==> src/hdl/lighting_effect_frame_generator_macros.svh <==
// Assertion macros for the lighting effect frame generator.
`ifndef LIGHTING_EFFECT_FRAME_GENERATOR_MACROS_SVH
`define LIGHTING_EFFECT_FRAME_GENERATOR_MACROS_SVH

`ifndef SYNTH

// Same-cycle implication, checked outside reset.
`define LEFG_ASSERT_NOW(label, ante, cons) \
    label: assert property (@(posedge clk) disable iff (!rst_n) (ante) |-> (cons)) \
        else $error("lefg assertion failed");

// Next-cycle implication, checked outside reset.
`define LEFG_ASSERT_NEXT(label, ante, cons) \
    label: assert property (@(posedge clk) disable iff (!rst_n) (ante) |=> (cons)) \
        else $error("lefg assertion failed");

`else

`define LEFG_ASSERT_NOW(label, ante, cons)
`define LEFG_ASSERT_NEXT(label, ante, cons)

`endif

`endif

==> src/hdl/lefg_pkg.sv <==
// Shared types and constants for the lighting effect frame generator.
`timescale 1ns / 1ps

package lefg_pkg;

    localparam int PHASE_BITS = 24;
    // operand width of the shared multiplier: wide enough for a rate or a phase offset
    localparam int MUL_W      = (PHASE_BITS > 16) ? PHASE_BITS : 16;

    localparam int CFG_IDX_W  = 3;
    localparam int CFG_DATA_W = 16;

    localparam logic [1:0] MODE_RGB     = 2'd0;
    localparam logic [1:0] MODE_PANTILT = 2'd1;
    localparam logic [1:0] MODE_AUTO    = 2'd2;

    localparam logic [CFG_IDX_W-1:0] CFG_MODE       = 3'd0;
    localparam logic [CFG_IDX_W-1:0] CFG_RATE_RED   = 3'd1;
    localparam logic [CFG_IDX_W-1:0] CFG_RATE_GREEN = 3'd2;
    localparam logic [CFG_IDX_W-1:0] CFG_RATE_BLUE  = 3'd3;
    localparam logic [CFG_IDX_W-1:0] CFG_PAN_LOW    = 3'd4;
    localparam logic [CFG_IDX_W-1:0] CFG_PAN_HIGH   = 3'd5;
    localparam logic [CFG_IDX_W-1:0] CFG_TILT_LOW   = 3'd6;
    localparam logic [CFG_IDX_W-1:0] CFG_TILT_HIGH  = 3'd7;

    localparam logic [7:0] STROBE_ON = 8'd6;

    typedef struct packed {
        logic [7:0] knob_zero;
        logic [7:0] knob_one;
        logic [7:0] knob_two;
        logic [7:0] knob_three;
        logic [7:0] knob_four;
    } knob_word_t;

    typedef struct packed {
        logic [7:0] red_level;
        logic [7:0] green_level;
        logic [7:0] blue_level;
        logic [7:0] pan_value;
        logic [7:0] tilt_value;
        logic [7:0] color_value;
        logic [7:0] strobe_value;
        logic [7:0] dimmer_value;
        logic [7:0] gobo_value;
    } frame_word_t;

endpackage

==> src/hdl/lighting_effect_frame_generator.sv <==
// Lighting effect frame generator: channel bank, phase sequencer and shared multiplier.
`timescale 1ns / 1ps
`include "lighting_effect_frame_generator_macros.svh"

// Takes one frame tick word of five knob bytes and returns one word with all
// nine channel bytes. In the manual modes an accepted tick goes straight to the
// push step, which loads its word into the output register. In auto mode
// one multiplier is stepped through the red, green and blue channels, each
// through rate times speed, phase add, square and scale, before the push step
// loads the word into the output register. The input is stalled until the
// push step is done; the output register lets a new tick be accepted while a
// finished word still waits downstream, and the push step holds the next word
// until it frees.
module lighting_effect_frame_generator (
    input  logic                                   clk,
    input  logic                                   rst_n,
    input  logic                                   in_valid,
    output logic                                   in_stall,
    input  lefg_pkg::knob_word_t                   in_data,
    output logic                                   out_valid,
    input  logic                                   out_stall,
    output lefg_pkg::frame_word_t                  out_data,
    input  logic                                   cfg_valid,
    output logic                                   cfg_ready,
    input  logic [lefg_pkg::CFG_IDX_W-1:0]         cfg_index,
    input  logic [lefg_pkg::CFG_DATA_W-1:0]        cfg_data
);
    import lefg_pkg::*;

    localparam int PB = PHASE_BITS;
    localparam logic [PB-1:0] PHASE_RESET = {2'b11, {(PB-2){1'b0}}};
    localparam logic [PB+1:0] FULL_ONE    = {2'b01, {PB{1'b0}}};
    localparam logic [PB+1:0] FULL_THREE  = {2'b11, {PB{1'b0}}};

    localparam logic [1:0] CH_RED   = 2'd0;
    localparam logic [1:0] CH_GREEN = 2'd1;
    localparam logic [1:0] CH_BLUE  = 2'd2;

    typedef enum logic [2:0] {
        ST_IDLE,
        ST_MUL_RATE,
        ST_ADD_PHASE,
        ST_MUL_SQ,
        ST_WAVE,
        ST_PUSH
    } state_t;

    state_t              state_reg;
    logic [1:0]          ch_reg;
    logic [7:0]          speed_reg;

    logic [1:0]          mode_reg;
    logic [15:0]         rate_red_reg;
    logic [15:0]         rate_green_reg;
    logic [15:0]         rate_blue_reg;
    logic [7:0]          pan_low_reg;
    logic [7:0]          pan_high_reg;
    logic [7:0]          tilt_low_reg;
    logic [7:0]          tilt_high_reg;

    logic [PB-1:0]       phase_reg [3];
    logic [7:0]          pan_pos_reg;
    logic                pan_up_reg;
    logic [7:0]          tilt_pos_reg;
    logic                tilt_up_reg;
    logic [7:0]          bank_reg [9];

    logic [2*MUL_W-1:0]  prod_reg;
    logic [PB:0]         u_reg;
    logic                first_reg;

    logic                out_valid_reg;
    frame_word_t         out_data_reg;

    logic                in_accept;
    logic                out_free;
    logic [15:0]         rate_sel;
    logic [PB-1:0]       phase_new;
    logic [PB+1:0]       q_w;
    logic [PB+1:0]       c_w;
    logic [PB+1:0]       diff_w;
    logic [MUL_W-1:0]    mul_a;
    logic [MUL_W-1:0]    mul_b;
    logic [2*PB-1:0]     sq_w;
    logic [2*PB+7:0]     scaled_w;
    logic [6:0]          fl_w;
    logic                exact_w;
    logic [7:0]          wave_w;
    logic                pan_up_next;
    logic [7:0]          pan_pos_next;
    logic                tilt_up_next;
    logic [7:0]          tilt_pos_next;

    assign in_stall  = (state_reg != ST_IDLE);
    assign in_accept = in_valid && !in_stall;
    assign out_free  = !out_valid_reg || !out_stall;
    assign cfg_ready = 1'b1;
    assign out_valid = out_valid_reg;
    assign out_data  = out_data_reg;

    always_comb
    begin
        case (ch_reg)
            CH_RED:   rate_sel = rate_red_reg;
            CH_GREEN: rate_sel = rate_green_reg;
            default:  rate_sel = rate_blue_reg;
        endcase
    end

    // shared multiplier: rate times speed, then the phase offset squared
    always_comb
    begin
        if (state_reg == ST_MUL_SQ)
        begin
            mul_a = MUL_W'(u_reg[PB-1:0]);
            mul_b = MUL_W'(u_reg[PB-1:0]);
        end
        else
        begin
            mul_a = MUL_W'(rate_sel);
            mul_b = MUL_W'(speed_reg);
        end
    end

    // offset of 4*phase from the parabola center, at most FULL_ONE
    assign phase_new = phase_reg[ch_reg] + prod_reg[PB-1:0];
    assign q_w       = {phase_new, 2'b00};
    assign c_w       = phase_new[PB-1] ? FULL_THREE : FULL_ONE;
    assign diff_w    = (q_w >= c_w) ? (q_w - c_w) : (c_w - q_w);

    // 255 * u^2 / 2^(2PB+1), floored, with an exactness flag for the upper half
    assign sq_w      = prod_reg[2*PB-1:0];
    assign scaled_w  = {sq_w, 8'd0} - {8'd0, sq_w};
    assign fl_w      = scaled_w[2*PB+7:2*PB+1];
    assign exact_w   = (scaled_w[2*PB:0] == '0);

    always_comb
    begin
        if (u_reg[PB])
            wave_w = 8'd127;
        else if (first_reg)
            wave_w = 8'd255 - {1'b0, fl_w} - {7'd0, !exact_w};
        else
            wave_w = {1'b0, fl_w};
    end

    // bounce: the low test wins when both bounds are crossed
    always_comb
    begin
        pan_up_next = pan_up_reg;
        if (pan_pos_reg > pan_high_reg)
            pan_up_next = 1'b0;
        if (pan_pos_reg < pan_low_reg)
            pan_up_next = 1'b1;
        pan_pos_next = pan_up_next ? pan_pos_reg + 8'd1 : pan_pos_reg - 8'd1;

        tilt_up_next = tilt_up_reg;
        if (tilt_pos_reg > tilt_high_reg)
            tilt_up_next = 1'b0;
        if (tilt_pos_reg < tilt_low_reg)
            tilt_up_next = 1'b1;
        tilt_pos_next = tilt_up_next ? tilt_pos_reg + 8'd1 : tilt_pos_reg - 8'd1;
    end

    always_ff @(posedge clk or negedge rst_n)
    begin
        if (!rst_n)
        begin
            mode_reg       <= MODE_AUTO;
            rate_red_reg   <= 16'd3355;
            rate_green_reg <= 16'd8389;
            rate_blue_reg  <= 16'd16777;
            pan_low_reg    <= 8'd125;
            pan_high_reg   <= 8'd140;
            tilt_low_reg   <= 8'd30;
            tilt_high_reg  <= 8'd55;
        end
        else if (cfg_valid && cfg_ready)
        begin
            case (cfg_index)
                CFG_MODE:       mode_reg       <= cfg_data[1:0];
                CFG_RATE_RED:   rate_red_reg   <= cfg_data;
                CFG_RATE_GREEN: rate_green_reg <= cfg_data;
                CFG_RATE_BLUE:  rate_blue_reg  <= cfg_data;
                CFG_PAN_LOW:    pan_low_reg    <= cfg_data[7:0];
                CFG_PAN_HIGH:   pan_high_reg   <= cfg_data[7:0];
                CFG_TILT_LOW:   tilt_low_reg   <= cfg_data[7:0];
                CFG_TILT_HIGH:  tilt_high_reg  <= cfg_data[7:0];
                default:        ;
            endcase
        end
    end

    always_ff @(posedge clk or negedge rst_n)
    begin
        if (!rst_n)
        begin
            state_reg     <= ST_IDLE;
            ch_reg        <= CH_RED;
            speed_reg     <= 8'd0;
            prod_reg      <= '0;
            u_reg         <= '0;
            first_reg     <= 1'b0;
            out_valid_reg <= 1'b0;
            out_data_reg  <= '0;
            pan_pos_reg   <= 8'd132;
            pan_up_reg    <= 1'b1;
            tilt_pos_reg  <= 8'd30;
            tilt_up_reg   <= 1'b1;
            for (int i = 0; i < 3; i++)
                phase_reg[i] <= PHASE_RESET;
            for (int i = 0; i < 9; i++)
                bank_reg[i] <= 8'd0;
        end
        else
        begin
            if (out_valid_reg && !out_stall && (state_reg != ST_PUSH))
                out_valid_reg <= 1'b0;

            case (state_reg)
                ST_IDLE:
                begin
                    if (in_accept)
                    begin
                        speed_reg <= in_data.knob_zero;
                        ch_reg    <= CH_RED;
                        state_reg <= (mode_reg == MODE_AUTO) ? ST_MUL_RATE : ST_PUSH;
                        case (mode_reg)
                            MODE_RGB:
                            begin
                                bank_reg[0] <= in_data.knob_zero;
                                bank_reg[1] <= in_data.knob_one;
                                bank_reg[2] <= in_data.knob_two;
                            end
                            MODE_PANTILT:
                            begin
                                bank_reg[3] <= in_data.knob_zero;
                                bank_reg[4] <= in_data.knob_one;
                                bank_reg[5] <= in_data.knob_two;
                                bank_reg[6] <= STROBE_ON;
                                bank_reg[7] <= in_data.knob_three;
                                bank_reg[8] <= in_data.knob_four;
                            end
                            MODE_AUTO:
                            begin
                                pan_pos_reg  <= pan_pos_next;
                                pan_up_reg   <= pan_up_next;
                                tilt_pos_reg <= tilt_pos_next;
                                tilt_up_reg  <= tilt_up_next;
                                bank_reg[3]  <= pan_pos_next;
                                bank_reg[4]  <= tilt_pos_next;
                                bank_reg[5]  <= in_data.knob_two;
                                bank_reg[6]  <= STROBE_ON;
                                bank_reg[7]  <= in_data.knob_three;
                                bank_reg[8]  <= in_data.knob_four;
                            end
                            default: ;
                        endcase
                    end
                end
                ST_MUL_RATE:
                begin
                    prod_reg  <= mul_a * mul_b;
                    state_reg <= ST_ADD_PHASE;
                end
                ST_ADD_PHASE:
                begin
                    phase_reg[ch_reg] <= phase_new;
                    u_reg             <= diff_w[PB:0];
                    first_reg         <= !phase_new[PB-1];
                    state_reg         <= ST_MUL_SQ;
                end
                ST_MUL_SQ:
                begin
                    prod_reg  <= mul_a * mul_b;
                    state_reg <= ST_WAVE;
                end
                ST_WAVE:
                begin
                    case (ch_reg)
                        CH_RED:   bank_reg[0] <= wave_w;
                        CH_GREEN: bank_reg[1] <= wave_w;
                        default:  bank_reg[2] <= wave_w;
                    endcase
                    if (ch_reg == CH_BLUE)
                        state_reg <= ST_PUSH;
                    else
                    begin
                        ch_reg    <= ch_reg + 2'd1;
                        state_reg <= ST_MUL_RATE;
                    end
                end
                ST_PUSH:
                begin
                    if (out_free)
                    begin
                        out_data_reg.red_level    <= bank_reg[0];
                        out_data_reg.green_level  <= bank_reg[1];
                        out_data_reg.blue_level   <= bank_reg[2];
                        out_data_reg.pan_value    <= bank_reg[3];
                        out_data_reg.tilt_value   <= bank_reg[4];
                        out_data_reg.color_value  <= bank_reg[5];
                        out_data_reg.strobe_value <= bank_reg[6];
                        out_data_reg.dimmer_value <= bank_reg[7];
                        out_data_reg.gobo_value   <= bank_reg[8];
                        out_valid_reg             <= 1'b1;
                        state_reg                 <= ST_IDLE;
                    end
                end
                default: state_reg <= ST_IDLE;
            endcase
        end
    end

    `LEFG_ASSERT_NEXT(a_auto_starts_red, in_accept && (mode_reg == MODE_AUTO),
        (state_reg == ST_MUL_RATE) && (ch_reg == CH_RED))
    `LEFG_ASSERT_NEXT(a_manual_to_push, in_accept && (mode_reg != MODE_AUTO),
        state_reg == ST_PUSH)
    `LEFG_ASSERT_NEXT(a_blue_ends_walk, (state_reg == ST_WAVE) && (ch_reg == CH_BLUE),
        state_reg == ST_PUSH)
    `LEFG_ASSERT_NOW(a_word_from_push, $rose(out_valid_reg), $past(state_reg) == ST_PUSH)
    `LEFG_ASSERT_NOW(a_strobe_codes, out_valid_reg,
        (out_data_reg.strobe_value == 8'd0) || (out_data_reg.strobe_value == STROBE_ON))

endmodule
==> config.mk <==
export PLATFORM = sky130hd
export DESIGN_NAME = lighting_effect_frame_generator
export DESIGN_NICKNAME = d
export VERILOG_FILES = /design/src/hdl/lefg_pkg.sv /design/src/hdl/lighting_effect_frame_generator.sv
export VERILOG_INCLUDE_DIRS = /design/src /design/src/hdl
export SDC_FILE = /design/constraint.sdc
export NUM_CORES = 2
export LEC_CHECK = 0
export BUFFER_PORTS_ARGS = -buffer_cell sky130_fd_sc_hd__clkbuf_2
export CORE_MARGIN = 10
export CORE_UTILIZATION = 35
export CTS_BUF_LIST = sky130_fd_sc_hd__clkbuf_8
export DETAILED_ROUTE_END_ITERATION = 8
export GPL_TIMING_DRIVEN = 0
export PLACE_DENSITY_LB_ADDON = 0.3
export SYNTH_ARGS = -nofsm -noshare
export SYNTH_HDL_FRONTEND = slang
export SYNTH_SLANG_ARGS = --single-unit
==> constraint.sdc <==
create_clock -name clk -period 12 [get_ports clk]
set_input_delay 2.4 -clock clk [delete_from_list [all_inputs] [get_ports clk]]
set_output_delay 2.4 -clock clk [all_outputs]
set_load 0.02 [all_outputs]
==> impl_metrics.tcl <==
set metrics [dict create \
    status "completed" \
    largest_reg_flops 72 \
    drc_errors 0 \
    cts_tree "done" \
    worstPathRequired_ns 12.57 \
    final_area_um2 43700 \
    ys_seq_elements 388 \
    place.gp.congestion 0.9153 \
    diodes 0 \
    fin_crit_sh 0.9355 \
    path_delay_family "adder cells" \
    yosys.area_share.xor_xnor 0.02794 \
    via_per_inst 5.057 \
    pre_cts_ws_ns 0.6276 \
    synth_area_um2 39500 \
    synth_compound_area_frac 0.1110 \
    num_rows 123 \
    crit_type "flip-flop to flip-flop" \
    finalCriticalPeriod_ns 11.23 \
    ys_async_sr_fraction 1.000 \
    start_util 0.3516 \
    yosysTopAreaCell "fa_1" \
    dr_total_vias 30590 \
    synthCells 4245 \
    critical_path_peak_fanout 10 \
    avgSynthCellArea_um2 9.305 \
    cts_buffers 66 \
    synthTopCellsByCount "inv_1 (738), nand2_1 (554), fa_1 (474)" \
    hold_violations 0 \
    slew_violations 0 \
    clock_latency_ns 0.68 \
    dpl_cell_area_um2 42340 \
    utilization 0.3890 \
    port_buffers 127 \
    wl_met2_um 53250 \
    cts_sinks 388 \
    drv_cap 0 \
    drt_iter0_drc 2231 \
    cts_hold_buffers 0 \
    cts_setup_buffers 0 \
    met3RoutedLength_um 8938 \
    ys_types 100 \
    post_drt_wl_per_cell_um 19.66 \
    die_y_um 355.9 \
    num-fill-cells 11470 \
    tightest_slew_ns 1.247 \
    clock_skew_ns 0.05112 \
    dieArea_um2 126700 \
    grt_max_degree 90 \
    fmax_ghz 0.08908 \
    die_w_um 355.9 \
    synth_flop_cell "dfrtp_1" \
    io_pins 139 \
    ys_seq_area_frac 0.2474 \
    h-tree-depth 3 \
    synth_top_area_frac 0.2402 \
    grt_pass1_wl_um 185300 \
    synth_edf_count 0 \
    area_delta_synth_final_pct 10.64 \
    slew_headroom 0.1668 \
    antenna_found_initial 9 \
    synth_fa_ha_area_frac 0.3296 \
    cp_slowest_stage_delay_ns 0.75 \
    drt_first_pass_iters 6 \
    routed.top_layer "met5" \
    synthMostInstantiatedCell "inv_1" \
    synth_top_family_by_area "adder cells" \
    clk_pin_slew_ns 0.06 \
    endpoint_kind "flip-flop" \
    yosys.area_share.simple 0.1290 \
    setup_ws_ns 0.7741 \
    cts_buffer_depth 3 \
    crit_arrival_ns 11.80 \
    root_buffer "clkbuf_8" \
    synth_area_leaders "fa_1 (24%), dfrtp_1 (21%), ha_1 (8.9%)" \
    rsz0062_at_grt "false" \
    setup_viol 0 \
    drive_gt1_frac 0.1156 \
    cp_num_buf_inv 11 \
    dp_hpwl_um 96790 \
    track_usage 0.1879 \
    crit_slowest_cell "clkdlybuf4s15_1" \
    worstSetupStartpointType "flip-flop" \
    grt_overflow 0 \
    nets 5318 \
    first_global_vias 31550 \
    wirelength_um 118900 \
    min_path_type "flip-flop to flip-flop" \
    muxShareOfSynthArea 0.06373 \
    fp.coreArea_um2 112300 \
    yosysWarnings 0 \
    ant_nets 0 \
    wl_met1_um 52680 \
]
[cell families after synthesis]
group                      Yosys count
buffers and inverters              923
AOI/OAI and AO/OA                  701
and+or+nand+nor                   1120
muxes                              229
adders and majority gates          756
DFF                                388
xor gates and xnor gates           126
other                                2
[per-layer routing]
layer  up-vias  GRT usage
met1     15340     0.2557
met4         4    0.06036
met5         -          0
li1      14100          -
met2       942     0.2938
met3       206    0.04231
[cell type report]
| cell class | count | area [um2] | share of cell area |
|---|---|---|---|
| buffer | 182 | 829.5 | 0.01898 |
| clock buffer | 82 | 1129 | 0.02582 |
| clock inverter | 37 | 222.7 | 0.005096 |
| inverter | 741 | 2781 | 0.06364 |
| multi-input combinational | 2987 | 26330 | 0.6025 |
| sequential | 388 | 9772 | 0.2236 |
| tap | 1500 | 1877 | 0.04294 |
| timing repair buffer | 132 | 759.5 | 0.01738 |
[through the flow]
step	instances	TNS [ns]	hold WS, ns
global placement	5925	-172.86	0.4513
CTS	6049	0	0.4654
finish	6049	0	0.4669
detailed placement	5930	0	0.4563
floorplan	4298	0	0.4305
global route	6049	0	0.4868
[cell usage in the layout (no fill, tap or decap), drive strengths merged, types with 55 or more instances in the layout]
master / count
a21oi: 159
and2: 109
xnor2: 60
a21o: 69
xor2: 66
ha: 282
mux2: 180
o21ai: 248
nand2: 556
fa: 474
dfrtp: 338
clkbuf: 366
inv: 766
nor2: 220
conb: 55
[worst min-delay path, stage by stage (launching register included)]
cell,delay [ns]
dfstp_2,0.37
nand2_1,0.04
o21ai_1,0.05
[final timing paths]
kind / from / to / slack [ns] / cells past startpoint
worst min-delay path: phase_reg[47]$_DFFE_PN1P_ / phase_reg[47]$_DFFE_PN1P_ / 0.47 / 2
min in group asynchronous: rst_n / phase_reg[31]$_DFFE_PN0P_ / 1.76 / 1
worst max-delay path: ch_reg[1]$_DFFE_PN0P_ / prod_reg[46]$_DFFE_PN0P_ / 0.77 / 35
worst min register to register: phase_reg[47]$_DFFE_PN1P_ / phase_reg[47]$_DFFE_PN1P_ / 0.47 / 2
max in group asynchronous: rst_n / tilt_high_reg[1]$_DFFE_PN1P_ / 8.66 / 4
worst max register to register: ch_reg[1]$_DFFE_PN0P_ / prod_reg[46]$_DFFE_PN0P_ / 0.77 / 35
[timing repair]
item,CTS,global route
hold endpoints to repair,0,0
setup endpoints to repair,0,2
gates resized for setup,0,6
Power is left out: the tool's default activity adds up to more than one toggle a clock period on the data nets, which glitch-free logic cannot reach.
